$ cat src/ctc_pkg.sv
// ----------------------------------------------------------------------------
// ctc_pkg
// shared types, result codes and the keyword table of the token classifier
// ----------------------------------------------------------------------------
`default_nettype none

package ctc_pkg;

    localparam int NUM_KW = 16;

    localparam logic [2:0] KIND_RESERVED = 3'd0;
    localparam logic [2:0] KIND_OPERATOR = 3'd1;
    localparam logic [2:0] KIND_VARIABLE = 3'd2;
    localparam logic [2:0] KIND_INTEGER  = 3'd3;
    localparam logic [2:0] KIND_FLOAT    = 3'd4;
    localparam logic [2:0] KIND_STMT_END = 3'd5;
    localparam logic [2:0] KIND_ERROR    = 3'd6;

    localparam logic [3:0] LEN_SAT = 4'd8;
    localparam logic [1:0] DOT_SAT = 2'd2;

    localparam logic [7:0] CH_DOT   = 8'h2e;
    localparam logic [7:0] CH_UNDER = 8'h5f;
    localparam logic [7:0] CH_EQ    = 8'h3d;
    localparam logic [7:0] CH_BANG  = 8'h21;
    localparam logic [7:0] CH_GT    = 8'h3e;
    localparam logic [7:0] CH_LT    = 8'h3c;
    localparam logic [7:0] CH_PLUS  = 8'h2b;
    localparam logic [7:0] CH_MINUS = 8'h2d;
    localparam logic [7:0] CH_STAR  = 8'h2a;
    localparam logic [7:0] CH_SLASH = 8'h2f;
    localparam logic [7:0] CH_SEMI  = 8'h3b;
    localparam logic [7:0] CH_SPACE = 8'h20;
    localparam logic [7:0] CH_TAB   = 8'h09;
    localparam logic [7:0] CH_CR    = 8'h0d;

    typedef struct packed {
        logic [7:0] ch;
        logic       end_of_input;
    } char_word_t;

    typedef struct packed {
        logic [2:0] kind;
        logic       last;
    } tok_word_t;

    // up to two result words made by one character
    typedef struct packed {
        logic      push;
        logic      two;
        tok_word_t r0;
        tok_word_t r1;
    } res_pair_t;

    // keyword text, first character in the top byte
    function automatic logic [63:0] kw_word(input logic [3:0] idx);
        logic [63:0] w;
        unique case (idx)
            4'd0:  w = {"const", 24'h0};
            4'd1:  w = {"int", 40'h0};
            4'd2:  w = {"float", 24'h0};
            4'd3:  w = {"double", 16'h0};
            4'd4:  w = {"long", 32'h0};
            4'd5:  w = {"static", 16'h0};
            4'd6:  w = {"void", 32'h0};
            4'd7:  w = {"char", 32'h0};
            4'd8:  w = {"extern", 16'h0};
            4'd9:  w = {"return", 16'h0};
            4'd10: w = {"break", 24'h0};
            4'd11: w = {"enum", 32'h0};
            4'd12: w = {"struct", 16'h0};
            4'd13: w = {"typedef", 8'h0};
            4'd14: w = {"union", 24'h0};
            4'd15: w = {"goto", 32'h0};
            default: w = '0;
        endcase
        return w;
    endfunction

    function automatic logic [3:0] kw_len(input logic [3:0] idx);
        logic [3:0] n;
        unique case (idx)
            4'd0, 4'd2, 4'd10, 4'd14:             n = 4'd5;
            4'd1:                                 n = 4'd3;
            4'd3, 4'd5, 4'd8, 4'd9, 4'd12:        n = 4'd6;
            4'd4, 4'd6, 4'd7, 4'd11, 4'd15:       n = 4'd4;
            4'd13:                                n = 4'd7;
            default:                              n = 4'd0;
        endcase
        return n;
    endfunction

    function automatic logic [7:0] kw_char(input logic [3:0] idx, input logic [2:0] pos);
        logic [63:0] w;
        w = kw_word(idx) << {pos, 3'b000};
        return w[63:56];
    endfunction

endpackage

`default_nettype wire

$ cat src/ctc_lexer.sv
// ----------------------------------------------------------------------------
// ctc_lexer
// token state and the combinational step that classes finished tokens
// ----------------------------------------------------------------------------
`default_nettype none

module ctc_lexer (
    input  wire logic               clk,
    input  wire logic               rst_n,
    input  wire logic               fire,
    input  wire ctc_pkg::char_word_t item,
    output ctc_pkg::res_pair_t      res
);

    logic [3:0]  tok_len_reg,  tok_len_next;
    logic [15:0] cand_reg,     cand_next;
    logic [7:0]  first_reg,    first_next;
    logic [7:0]  second_reg,   second_next;
    logic        name_ok_reg,  name_ok_next;
    logic        num_ok_reg,   num_ok_next;
    logic [1:0]  dots_reg,     dots_next;
    logic        tail_reg,     tail_next;
    logic        failed_reg,   failed_next;

    function automatic logic is_letter(input logic [7:0] c);
        return (c >= 8'h61 && c <= 8'h7a) || (c >= 8'h41 && c <= 8'h5a);
    endfunction

    function automatic logic is_digit(input logic [7:0] c);
        return c >= 8'h30 && c <= 8'h39;
    endfunction

    // class of the token held in the state registers
    logic [15:0] len_hit;
    logic        is_kw;
    logic        op1;
    logic        op2;
    logic [2:0]  cls;

    always_comb
    begin
        for (int i = 0; i < ctc_pkg::NUM_KW; i++)
        begin
            len_hit[i] = ctc_pkg::kw_len(4'(i)) == tok_len_reg;
        end
        is_kw = |(cand_reg & len_hit);
        op1 = (tok_len_reg == 4'd1) &&
              (first_reg == ctc_pkg::CH_PLUS  || first_reg == ctc_pkg::CH_MINUS ||
               first_reg == ctc_pkg::CH_STAR  || first_reg == ctc_pkg::CH_SLASH ||
               first_reg == ctc_pkg::CH_EQ    || first_reg == ctc_pkg::CH_GT    ||
               first_reg == ctc_pkg::CH_LT);
        op2 = (tok_len_reg == 4'd2) && (second_reg == ctc_pkg::CH_EQ) &&
              (first_reg == ctc_pkg::CH_EQ || first_reg == ctc_pkg::CH_BANG ||
               first_reg == ctc_pkg::CH_GT || first_reg == ctc_pkg::CH_LT);
        if (is_kw)
            cls = ctc_pkg::KIND_RESERVED;
        else if (op1 || op2)
            cls = ctc_pkg::KIND_OPERATOR;
        else if (is_letter(first_reg) || first_reg == ctc_pkg::CH_UNDER)
            cls = name_ok_reg ? ctc_pkg::KIND_VARIABLE : ctc_pkg::KIND_ERROR;
        else if (!num_ok_reg)
            cls = ctc_pkg::KIND_ERROR;
        else if (dots_reg == 2'd0)
            cls = ctc_pkg::KIND_INTEGER;
        else if (dots_reg == 2'd1 && tok_len_reg > 4'd1)
            cls = ctc_pkg::KIND_FLOAT;
        else
            cls = ctc_pkg::KIND_ERROR;
    end

    // step
    logic [7:0]  c;
    logic        is_sp;
    logic        is_semi;
    logic        nonempty;
    logic        fin_err;
    logic        emit_cls;
    logic        emit_extra;
    logic [2:0]  extra_kind;
    logic        clear;
    logic [15:0] keep;

    always_comb
    begin
        c        = item.ch;
        is_sp    = (c == ctc_pkg::CH_SPACE) || (c >= ctc_pkg::CH_TAB && c <= ctc_pkg::CH_CR);
        is_semi  = c == ctc_pkg::CH_SEMI;
        nonempty = tok_len_reg != 4'd0;
        fin_err  = cls == ctc_pkg::KIND_ERROR;

        for (int i = 0; i < ctc_pkg::NUM_KW; i++)
        begin
            keep[i] = (tok_len_reg < ctc_pkg::kw_len(4'(i))) &&
                      (ctc_pkg::kw_char(4'(i), tok_len_reg[2:0]) == c);
        end

        emit_cls   = 1'b0;
        emit_extra = 1'b0;
        extra_kind = ctc_pkg::KIND_STMT_END;
        clear      = 1'b0;

        tok_len_next = tok_len_reg;
        cand_next    = cand_reg;
        first_next   = first_reg;
        second_next  = second_reg;
        name_ok_next = name_ok_reg;
        num_ok_next  = num_ok_reg;
        dots_next    = dots_reg;
        tail_next    = tail_reg;
        failed_next  = failed_reg;

        if (fire && !failed_reg)
        begin
            if (item.end_of_input)
            begin
                emit_cls   = nonempty;
                emit_extra = (!nonempty || !fin_err) && tail_reg;
                extra_kind = ctc_pkg::KIND_ERROR;
                clear      = 1'b1;
                tail_next  = 1'b0;
            end
            else if (is_sp)
            begin
                emit_cls = nonempty;
                clear    = 1'b1;
            end
            else if (is_semi)
            begin
                emit_cls   = nonempty;
                emit_extra = !(nonempty && fin_err);
                clear      = 1'b1;
                tail_next  = 1'b0;
            end
            else
            begin
                cand_next = cand_reg & keep;
                if (tok_len_reg == 4'd0)
                    first_next = c;
                if (tok_len_reg == 4'd1)
                    second_next = c;
                if (nonempty && !(is_letter(c) || is_digit(c) || c == ctc_pkg::CH_UNDER))
                    name_ok_next = 1'b0;
                if (!(is_digit(c) || c == ctc_pkg::CH_DOT))
                    num_ok_next = 1'b0;
                if (c == ctc_pkg::CH_DOT && dots_reg < ctc_pkg::DOT_SAT)
                    dots_next = dots_reg + 2'd1;
                if (tok_len_reg < ctc_pkg::LEN_SAT)
                    tok_len_next = tok_len_reg + 4'd1;
                tail_next = 1'b1;
            end

            if ((emit_cls && fin_err) || (emit_extra && extra_kind == ctc_pkg::KIND_ERROR))
                failed_next = 1'b1;
        end

        if (clear)
        begin
            tok_len_next = '0;
            cand_next    = '1;
            first_next   = '0;
            second_next  = '0;
            name_ok_next = 1'b1;
            num_ok_next  = 1'b1;
            dots_next    = '0;
        end

        res = '0;
        if (emit_cls && emit_extra)
        begin
            res.push    = 1'b1;
            res.two     = 1'b1;
            res.r0.kind = cls;
            res.r1.kind = extra_kind;
            res.r1.last = 1'b1;
        end
        else if (emit_cls)
        begin
            res.push    = 1'b1;
            res.r0.kind = cls;
            res.r0.last = 1'b1;
        end
        else if (emit_extra)
        begin
            res.push    = 1'b1;
            res.r0.kind = extra_kind;
            res.r0.last = 1'b1;
        end
    end

    always_ff @(posedge clk or negedge rst_n)
    begin
        if (!rst_n)
        begin
            tok_len_reg <= '0;
            cand_reg    <= '1;
            first_reg   <= '0;
            second_reg  <= '0;
            name_ok_reg <= 1'b1;
            num_ok_reg  <= 1'b1;
            dots_reg    <= '0;
            tail_reg    <= 1'b0;
            failed_reg  <= 1'b0;
        end
        else
        begin
            tok_len_reg <= tok_len_next;
            cand_reg    <= cand_next;
            first_reg   <= first_next;
            second_reg  <= second_next;
            name_ok_reg <= name_ok_next;
            num_ok_reg  <= num_ok_next;
            dots_reg    <= dots_next;
            tail_reg    <= tail_next;
            failed_reg  <= failed_next;
        end
    end

`ifndef SYNTHESIS
    a_no_word_after_error: assert property (@(posedge clk) disable iff (!rst_n)
        failed_reg |-> !res.push)
        else $error("word produced after a compile error");

    a_len_saturates: assert property (@(posedge clk) disable iff (!rst_n)
        tok_len_reg <= ctc_pkg::LEN_SAT)
        else $error("token length past saturation");

    a_pair_last: assert property (@(posedge clk) disable iff (!rst_n)
        (res.push && res.two) |-> (res.r1.last && !res.r0.last))
        else $error("last flag misplaced in a word pair");
`endif

endmodule

`default_nettype wire

$ cat src/ctc_result_fifo.sv
// ----------------------------------------------------------------------------
// ctc_result_fifo
// two-entry queue of word pairs, drained one word per handshake
// ----------------------------------------------------------------------------
`default_nettype none

module ctc_result_fifo (
    input  wire logic                clk,
    input  wire logic                rst_n,
    input  wire ctc_pkg::res_pair_t  res,
    output logic                     room,
    output logic                     tok_valid,
    input  wire logic                tok_stall,
    output ctc_pkg::tok_word_t       tok_word
);

    ctc_pkg::res_pair_t entry_reg [2];
    logic       wr_ptr_reg, wr_ptr_next;
    logic       rd_ptr_reg, rd_ptr_next;
    logic [1:0] count_reg,  count_next;
    logic       sub_reg,    sub_next;
    logic       take;
    logic       pop;

    ctc_pkg::res_pair_t head;

    always_comb
    begin
        head      = entry_reg[rd_ptr_reg];
        room      = count_reg != 2'd2;
        tok_valid = count_reg != 2'd0;
        tok_word  = sub_reg ? head.r1 : head.r0;
        take      = tok_valid && !tok_stall;
        // the entry leaves the queue once its last word is taken
        pop       = take && (sub_reg || !head.two);

        sub_next    = sub_reg;
        if (take)
            sub_next = !pop;
        wr_ptr_next = wr_ptr_reg ^ res.push;
        rd_ptr_next = rd_ptr_reg ^ pop;
        count_next  = count_reg + {1'b0, res.push} - {1'b0, pop};
    end

    always_ff @(posedge clk)
    begin
        if (res.push)
            entry_reg[wr_ptr_reg] <= res;
    end

    always_ff @(posedge clk or negedge rst_n)
    begin
        if (!rst_n)
        begin
            wr_ptr_reg <= 1'b0;
            rd_ptr_reg <= 1'b0;
            count_reg  <= '0;
            sub_reg    <= 1'b0;
        end
        else
        begin
            wr_ptr_reg <= wr_ptr_next;
            rd_ptr_reg <= rd_ptr_next;
            count_reg  <= count_next;
            sub_reg    <= sub_next;
        end
    end

`ifndef SYNTHESIS
    a_no_overflow: assert property (@(posedge clk) disable iff (!rst_n)
        res.push |-> room)
        else $error("word pair pushed into a full queue");

    a_count_bound: assert property (@(posedge clk) disable iff (!rst_n)
        count_reg <= 2'd2)
        else $error("queue count out of range");
`endif

endmodule

`default_nettype wire

$ cat src/c_token_classifier.sv
// path: an accepted character word is held in the character register, and the
//   token words it gives are then written into the result queue
// throughput: one character per cycle while the queue has room; a character that
//   closes a token with a statement end or a trailing error gives two words, which
//   the single output port hands out one at a time
// reset: rst_n clears the token state, the error flag and the queue at once
// ----------------------------------------------------------------------------
// c_token_classifier
// byte-stream lexer that classes tokens as keyword, operator, name or number
// ----------------------------------------------------------------------------
`default_nettype none

module c_token_classifier (
    input  wire logic                clk,
    input  wire logic                rst_n,
    input  wire logic                char_valid,
    output logic                     char_stall,
    input  wire ctc_pkg::char_word_t char_word,
    output logic                     tok_valid,
    input  wire logic                tok_stall,
    output ctc_pkg::tok_word_t       tok_word
);

    logic                in_valid_reg;
    ctc_pkg::char_word_t in_item_reg;
    logic                room;
    logic                fire;
    ctc_pkg::res_pair_t  res;

    // the step runs whenever a character is held and the queue has room for a full pair
    assign fire       = in_valid_reg && room;
    assign char_stall = in_valid_reg && !room;

    always_ff @(posedge clk or negedge rst_n)
    begin
        if (!rst_n)
            in_valid_reg <= 1'b0;
        else if (!char_stall)
            in_valid_reg <= char_valid;
    end

    always_ff @(posedge clk)
    begin
        if (char_valid && !char_stall)
            in_item_reg <= char_word;
    end

    ctc_lexer u_lexer (
        .clk   (clk),
        .rst_n (rst_n),
        .fire  (fire),
        .item  (in_item_reg),
        .res   (res)
    );

    ctc_result_fifo u_fifo (
        .clk       (clk),
        .rst_n     (rst_n),
        .res       (res),
        .room      (room),
        .tok_valid (tok_valid),
        .tok_stall (tok_stall),
        .tok_word  (tok_word)
    );

endmodule

`default_nettype wire
$ cat config.mk
export PLATFORM = sky130hd
export DESIGN_NAME = c_token_classifier
export DESIGN_NICKNAME = d
export VERILOG_FILES = /design/src/ctc_pkg.sv /design/src/ctc_lexer.sv /design/src/ctc_result_fifo.sv /design/src/c_token_classifier.sv
export SDC_FILE = /design/constraint.sdc
export NUM_CORES = 1
export LEC_CHECK = 0
export BUFFER_PORTS_ARGS = -buffer_cell sky130_fd_sc_hd__buf_2
export CELL_PAD_IN_SITES_DETAIL_PLACEMENT = 0
export CELL_PAD_IN_SITES_GLOBAL_PLACEMENT = 1
export CORE_MARGIN = 2
export CORE_UTILIZATION = 48
export CTS_CLUSTER_DIAMETER = 60
export DETAILED_ROUTE_END_ITERATION = 6
export GPL_TIMING_DRIVEN = 0
export PLACE_DENSITY = 0.84
export SYNTH_ARGS = -nofsm -noshare
export SYNTH_HDL_FRONTEND = slang
export SYNTH_SLANG_ARGS = --single-unit
$ cat constraint.sdc
create_clock -name clk -period 3.9 [get_ports clk]
set_clock_uncertainty 0.1 [all_clocks]
set_input_delay 0.585 -clock clk [delete_from_list [all_inputs] [get_ports clk]]
set_output_delay 0.585 -clock clk [all_outputs]
set_load 0.05 [all_outputs]
==> impl_metrics.ini, run 1 <==
[critical_path]
worstSetupStartpoint = u_lexer.tok_len_reg[0]
end_kind = register
crit_required_ns = 4.07
critical_path_class = register to register
regToRegSetupSlack_ns = 0.17
r2r_end = u_fifo.count_reg[1]
arrival_ns = 3.90
path_max_fanout = 11
start_kind = register
worstRegToRegCells = 15
crit_end = u_fifo.count_reg[1]
reg2reg_from = u_lexer.tok_len_reg[0]

[detailed_routing]
route.detailed.drc = 0
maxUsedRoutingLayer = met4
route.met2.wl_um = 7950
wl_met1_um = 7340
drt_pass1_iterations = 5
vias = 4819
wl_um = 17300
viasPerCell = 6.30
wl_met3_um = 1370
avgRoutedWirePerCell_um = 22.6
dr.first_iter.drc_count = 557
ant_nets = 0

[finish]
largest_register_ffs = 16
num_antenna_cells = 0
area_delta_synth_final_pct = 9.87
final_nets = 655
n_fill_cell = 978
drive_gt1_share_pct = 15.3
utilization_pct = 54.2

[timing]
fmax_mhz = 268
hold_viol = 0
slew_headroom_pct = 26.4
tns_ns = 0
rsz0062_at_grt = no
tightest_slew_ns = 1.10
period_share_pct = 95.6
fin_crit_ns = 3.73
drv_slew = 0
setup_violations = 0

[floorplanning]
die_height_um = 107
start_util_pct = 49.3
rows = 37
coreArea_um2 = 10300
io_pins = 19
die_area_um2 = 11400
die_w_um = 107

[job]
maxCapViolations = 0

[yosys]
synthArstFlopShare_pct = 67.6
yosys.cell_types.count = 73
syn_inst = 594
seq_area_frac_synth_pct = 37.7
ys.flop_type = dfrtp_1
syn_area_per_cell_um2 = 8.54
synthesis.nets = 625
synth_area_um2 = 5070
ys_warn_count = 0
synth_top_area_share_pct = 14.8
ys_top_cells_by_area = dfrtp_1, edfxtp_1, dfstp_2, nand2_1, ha_1
synth_top_cell_by_area = dfrtp_1
synth.ff_latch_count = 71
synth_edf_count = 23

[global_route]
grt_pass1_wl_um = 26800
grt_max_degree = 49
grt_usage_pct = 31.4
grt_overflow = 0
grt_pass1_vias = 4691
antenna_found_initial = 0

[clock_tree]
path_clk_slew_ns = 0.08
cts.path.max_buffers = 2
cts_root_buffer = clkbuf_8
cts_htree_levels = 3
cts_buffers = 9
worstSkewPairLatency_ns = 0.35
cts_tree = yes
postCtsHoldBufs = 0
cts_sinks = 71

[placement]
gp_congestion = 0.973
port_buffers = 18
dp_hpwl_um = 12900

[pwr]
vdd_drop_max_v = 0.000352
leakagePower_nw = 2.22
power_density_nw_per_um2 = 781

[status]
outcome = complete, no violations

[hold_path]
hold_class = input pin to register
cell type report:
cell class / instances / area [µm²] / area share [%]
well taps: 136 / 170 / 3.05
clock inverters: 5 / 82.6 / 1.48
flip-flops and latches: 71 / 1910 / 34.4
clock buffers: 11 / 131 / 2.36
inverters: 31 / 125 / 2.25
multi-input cells: 442 / 2830 / 50.8
plain buffers: 49 / 213 / 3.82
repair buffers: 20 / 105 / 1.89
cells by family after synthesis:
family	share of synthesized area, %
mux	2.15
flops	37.7
buf+inv	6.54
compound gates	21.6
xor+xnor	5.18
simple gates	22.4
fa+ha+maj	4.44
cell usage after synthesis, drive strengths merged, types with 5 or more instances:
| master | count |
|---|---|
| nand2 | 74 |
| o21ai | 43 |
| a21oi | 42 |
| nor2 | 40 |
| dfrtp | 30 |
| inv | 28 |
| buf | 26 |
| clkbuf | 24 |
| edfxtp | 23 |
| dfstp | 18 |
| ha | 18 |
| nor3 | 17 |
| xnor2 | 16 |
| nand2b | 15 |
| xor2 | 14 |
| nor2b | 13 |
| nand3 | 11 |
| a31oi | 10 |
| nor4 | 9 |
| nor3b | 8 |
| o22ai | 8 |
| and3 | 7 |
| nand4 | 6 |
| a211oi | 5 |
| a32oi | 5 |
| o32a | 5 |
| o32ai | 5 |
placed cells by master, fill, tap and decap left out, types with 10 or more instances in the layout:
cell type and count:
a21oi_1 41, buf_2 38, clkbuf_1 24, dfrtp_1 30, dfstp_2 18, edfxtp_1 23, ha_1 16, inv_1 27
nand2_1 74, nand2b_1 15, nand3_1 10, nor2_1 39, nor2b_1 13, nor3_1 16, o21ai_0 41, xnor2_1 16
xor2_1 14
critical path, cell delays in order (launching register included):
cell     delay, ns
dfrtp_1       0.45
buf_2         0.24
inv_6         0.15
ha_2          0.28
inv_1         0.15
or4_1         0.55
o22ai_1       0.17
nand4_1       0.22
nand3_1       0.18
nand3_1       0.09
ha_1          0.24
ha_1          0.27
inv_1         0.04
ha_1          0.18
xnor2_1       0.17
xnor2_1       0.16
stage by stage:
step	area, µm²	std cells	hold slack (ns)	power [mW]	setup slack (ns)
floorplan	5070	594	0.189	2.93	0.721
global placement	5330	748	0.348	3.59	-0.295
detailed placement	5330	748	0.356	3.62	-0.175
CTS	5550	763	0.295	4.27	0.000933
global route	5570	765	0.294	4.61	0.0533
finish	5570	765	0.307	4.35	0.171
repair_timing:
action                                  CTS  global route
setup buffers                             0             2
pin swaps                                 0             1
resized for setup                         2             7
hold endpoints to repair                  0             0
endpoints found under the setup margin   19            20
report_power, final:
part / total [mW] / switching (mW) / internal, mW / leakage (nW)
Clock: 0.651 / 0.289 / 0.362 / 0.107
Sequential: 1.26 / 0.173 / 1.09 / 0.782
Combinational: 2.44 / 1.61 / 0.826 / 1.33
worst min-delay path by stage:
| stage | depth (start not counted) | endpoint | from |
|---|---|---|---|
| 5_1_grt | 1 | in_item_reg[3] | char_word[3] |
| 4_1_cts | 1 | in_item_reg[1] | char_word[1] |
| 3_3_place_gp | 2 | u_lexer.num_ok_reg | u_lexer.num_ok_reg |
| 6_report | 1 | in_item_reg[0] | char_word[0] |
| 2_1_floorplan | 0 | in_valid_reg | rst_n |
| 3_5_place_dp | 2 | u_lexer.num_ok_reg | u_lexer.num_ok_reg |
per-layer routing:
layer	GRT usage (%)	vias to the layer above
li1	-	2204
met1	42.3	2312
met2	51.0	250
met3	4.80	53
met4	11.8	0
met5	0	-
No activity file was read; power rests on OpenSTA's default activity.
==> run 2, diff against run 1 <==
--- a/config.mk
+++ b/config.mk
@@ -13,6 +13,7 @@
 export CTS_CLUSTER_DIAMETER = 60
 export DETAILED_ROUTE_END_ITERATION = 6
 export GPL_TIMING_DRIVEN = 0
+export MAX_ROUTING_LAYER = met4
 export PLACE_DENSITY = 0.84
 export SYNTH_ARGS = -nofsm -noshare
 export SYNTH_HDL_FRONTEND = slang
==> run 2 against run 1 <==
Net effect:
- non-clock buffer count unchanged
- critical path depth stayed put
- count of clock-buffer cells in the layout decreased by 2
- clock power shrank 3.4%
- global-route usage up 2.5 points
- maximum frequency up 0.14%
- cell area fell by 0.16%
- flip-flop and latch count did not move
- sequential power is essentially flat
- critical path type unchanged
==> impl_metrics.ini, run 2 (synthesized netlist as in run 1, its figures left out) <==
[status]
outcome = complete, no violations

[clock_tree]
cts_tree = yes
cts_htree_levels = 3
cts_buffers = 9
worstSkewPairLatency_ns = 0.37
cts_root_buffer = clkbuf_8
cts_sinks = 71
path_clk_slew_ns = 0.09
postCtsHoldBufs = 0
cts.path.max_buffers = 2

[critical_path]
end_kind = register
arrival_ns = 3.91
r2r_end = u_fifo.count_reg[1]
critical_path_class = register to register
regToRegSetupSlack_ns = 0.18
crit_required_ns = 4.09
worstSetupStartpoint = u_lexer.tok_len_reg[0]
reg2reg_from = u_lexer.tok_len_reg[0]
start_kind = register
crit_end = u_fifo.count_reg[1]
worstRegToRegCells = 15
path_max_fanout = 11

[floorplanning]
die_w_um = 107
coreArea_um2 = 10300
start_util_pct = 49.3
io_pins = 19
rows = 37
die_area_um2 = 11400
die_height_um = 107

[pwr]
power_mw = 4.35
vdd_drop_max_v = 0.000459
leakagePower_nw = 2.21
power_density_nw_per_um2 = 782

[finish]
final_nets = 655
regArea_um2 = 1910
num_antenna_cells = 0
largest_register_ffs = 16
mostFrequentLayoutCells = nand2_1, o21ai_0, a21oi_1
drive_gt1_share_pct = 15.6
n_fill_cell = 961
layout_commonest_cell = nand2_1
multi_input_comb_area_um2 = 2830
area_delta_synth_final_pct = 9.70

[timing]
setup_violations = 0
slew_headroom_pct = 27.4
hold_viol = 0
tightest_slew_ns = 1.09
rsz0062_at_grt = no
drv_slew = 0
fin_crit_ns = 3.72
period_share_pct = 95.5
setup_ws_ns = 0.177
fmax_mhz = 269
tns_ns = 0

[placement]
gp_congestion = 1.01
dp_hpwl_um = 13100
port_buffers = 18
dp_slack_ns = -0.291

[global_route]
grt_pass1_vias = 4800
grt_pass1_wl_um = 28000
antenna_found_initial = 0
grt_overflow = 0
grt_max_degree = 49
grt_usage_pct = 33.8

[detailed_routing]
vias = 4940
dr.first_iter.drc_count = 580
wl_met1_um = 7500
maxUsedRoutingLayer = met4
ant_nets = 0
drt_pass1_iterations = 5
route.detailed.drc = 0
avgRoutedWirePerCell_um = 23.5
wl_met3_um = 1560
route.met2.wl_um = 8370
wl_um = 18000
viasPerCell = 6.46

[job]
maxCapViolations = 0

[hold_path]
hold_class = input pin to register
-- run 2: worst min path at each step --
| stage | from | to | slack [ns] | depth (start not counted) |
|---|---|---|---|---|
| floorplan | rst_n | in_valid_reg | 0.19 | 0 |
| global placement | u_lexer.num_ok_reg | u_lexer.num_ok_reg | 0.35 | 2 |
| detailed placement | u_lexer.num_ok_reg | u_lexer.num_ok_reg | 0.36 | 2 |
| CTS | char_word[5] | in_item_reg[5] | 0.28 | 1 |
| global route | char_word[5] | in_item_reg[5] | 0.28 | 1 |
| finish | char_word[1] | in_item_reg[1] | 0.29 | 1 |
-- run 2: metrics by stage --
step | hold slack, ns | std cells | util, % | instance area [µm²]
finish | 0.285 | 765 | 54.1 | 5560
global route | 0.284 | 765 | 54.1 | 5560
CTS | 0.281 | 763 | 53.9 | 5540
detailed placement | 0.355 | 748 | 51.9 | 5330
global placement | 0.349 | 748 | 51.9 | 5330
floorplan | 0.189 | 594 | - | 5070
-- run 2: layer usage --
metal / up-vias / GRT usage (%)
li1: 2197 / -
met1: 2424 / 44.3
met2: 271 / 51.9
met3: 48 / 6.20
met4: 0 / 14.0
met5: - / -
-- run 2: cell type report --
cell class	instances	area share [%]
multi-input combinational	442	50.9
inverter	31	2.25
tap	136	3.06
clock buffer	9	2.23
buffer	49	3.87
sequential	71	34.4
clock inverter	7	1.42
timing repair buffer	20	1.89
-- run 2: worst max-delay path, stage by stage, from the launching register on --
cell,delay (ns)
dfrtp_1,0.43
buf_2,0.24
clkinv_4,0.16
ha_2,0.29
inv_1,0.17
or4_1,0.57
o22ai_1,0.16
nand4_1,0.21
nand3_1,0.17
nand3_1,0.09
ha_1,0.24
ha_1,0.28
inv_1,0.04
ha_1,0.17
xnor2_1,0.18
xnor2_1,0.14
-- run 2: report_power, final --
group,internal (mW),switching (mW),total [mW]
clock,0.302,0.327,0.629
sequential,1.09,0.176,1.26
combinational,0.829,1.63,2.46
total,2.22,2.13,4.35
-- run 2: what timing repair did --
action	in CTS	in global routing
pin swaps	0	1
gates resized for setup	5	3
setup endpoints to repair	24	16
buffers inserted	0	2
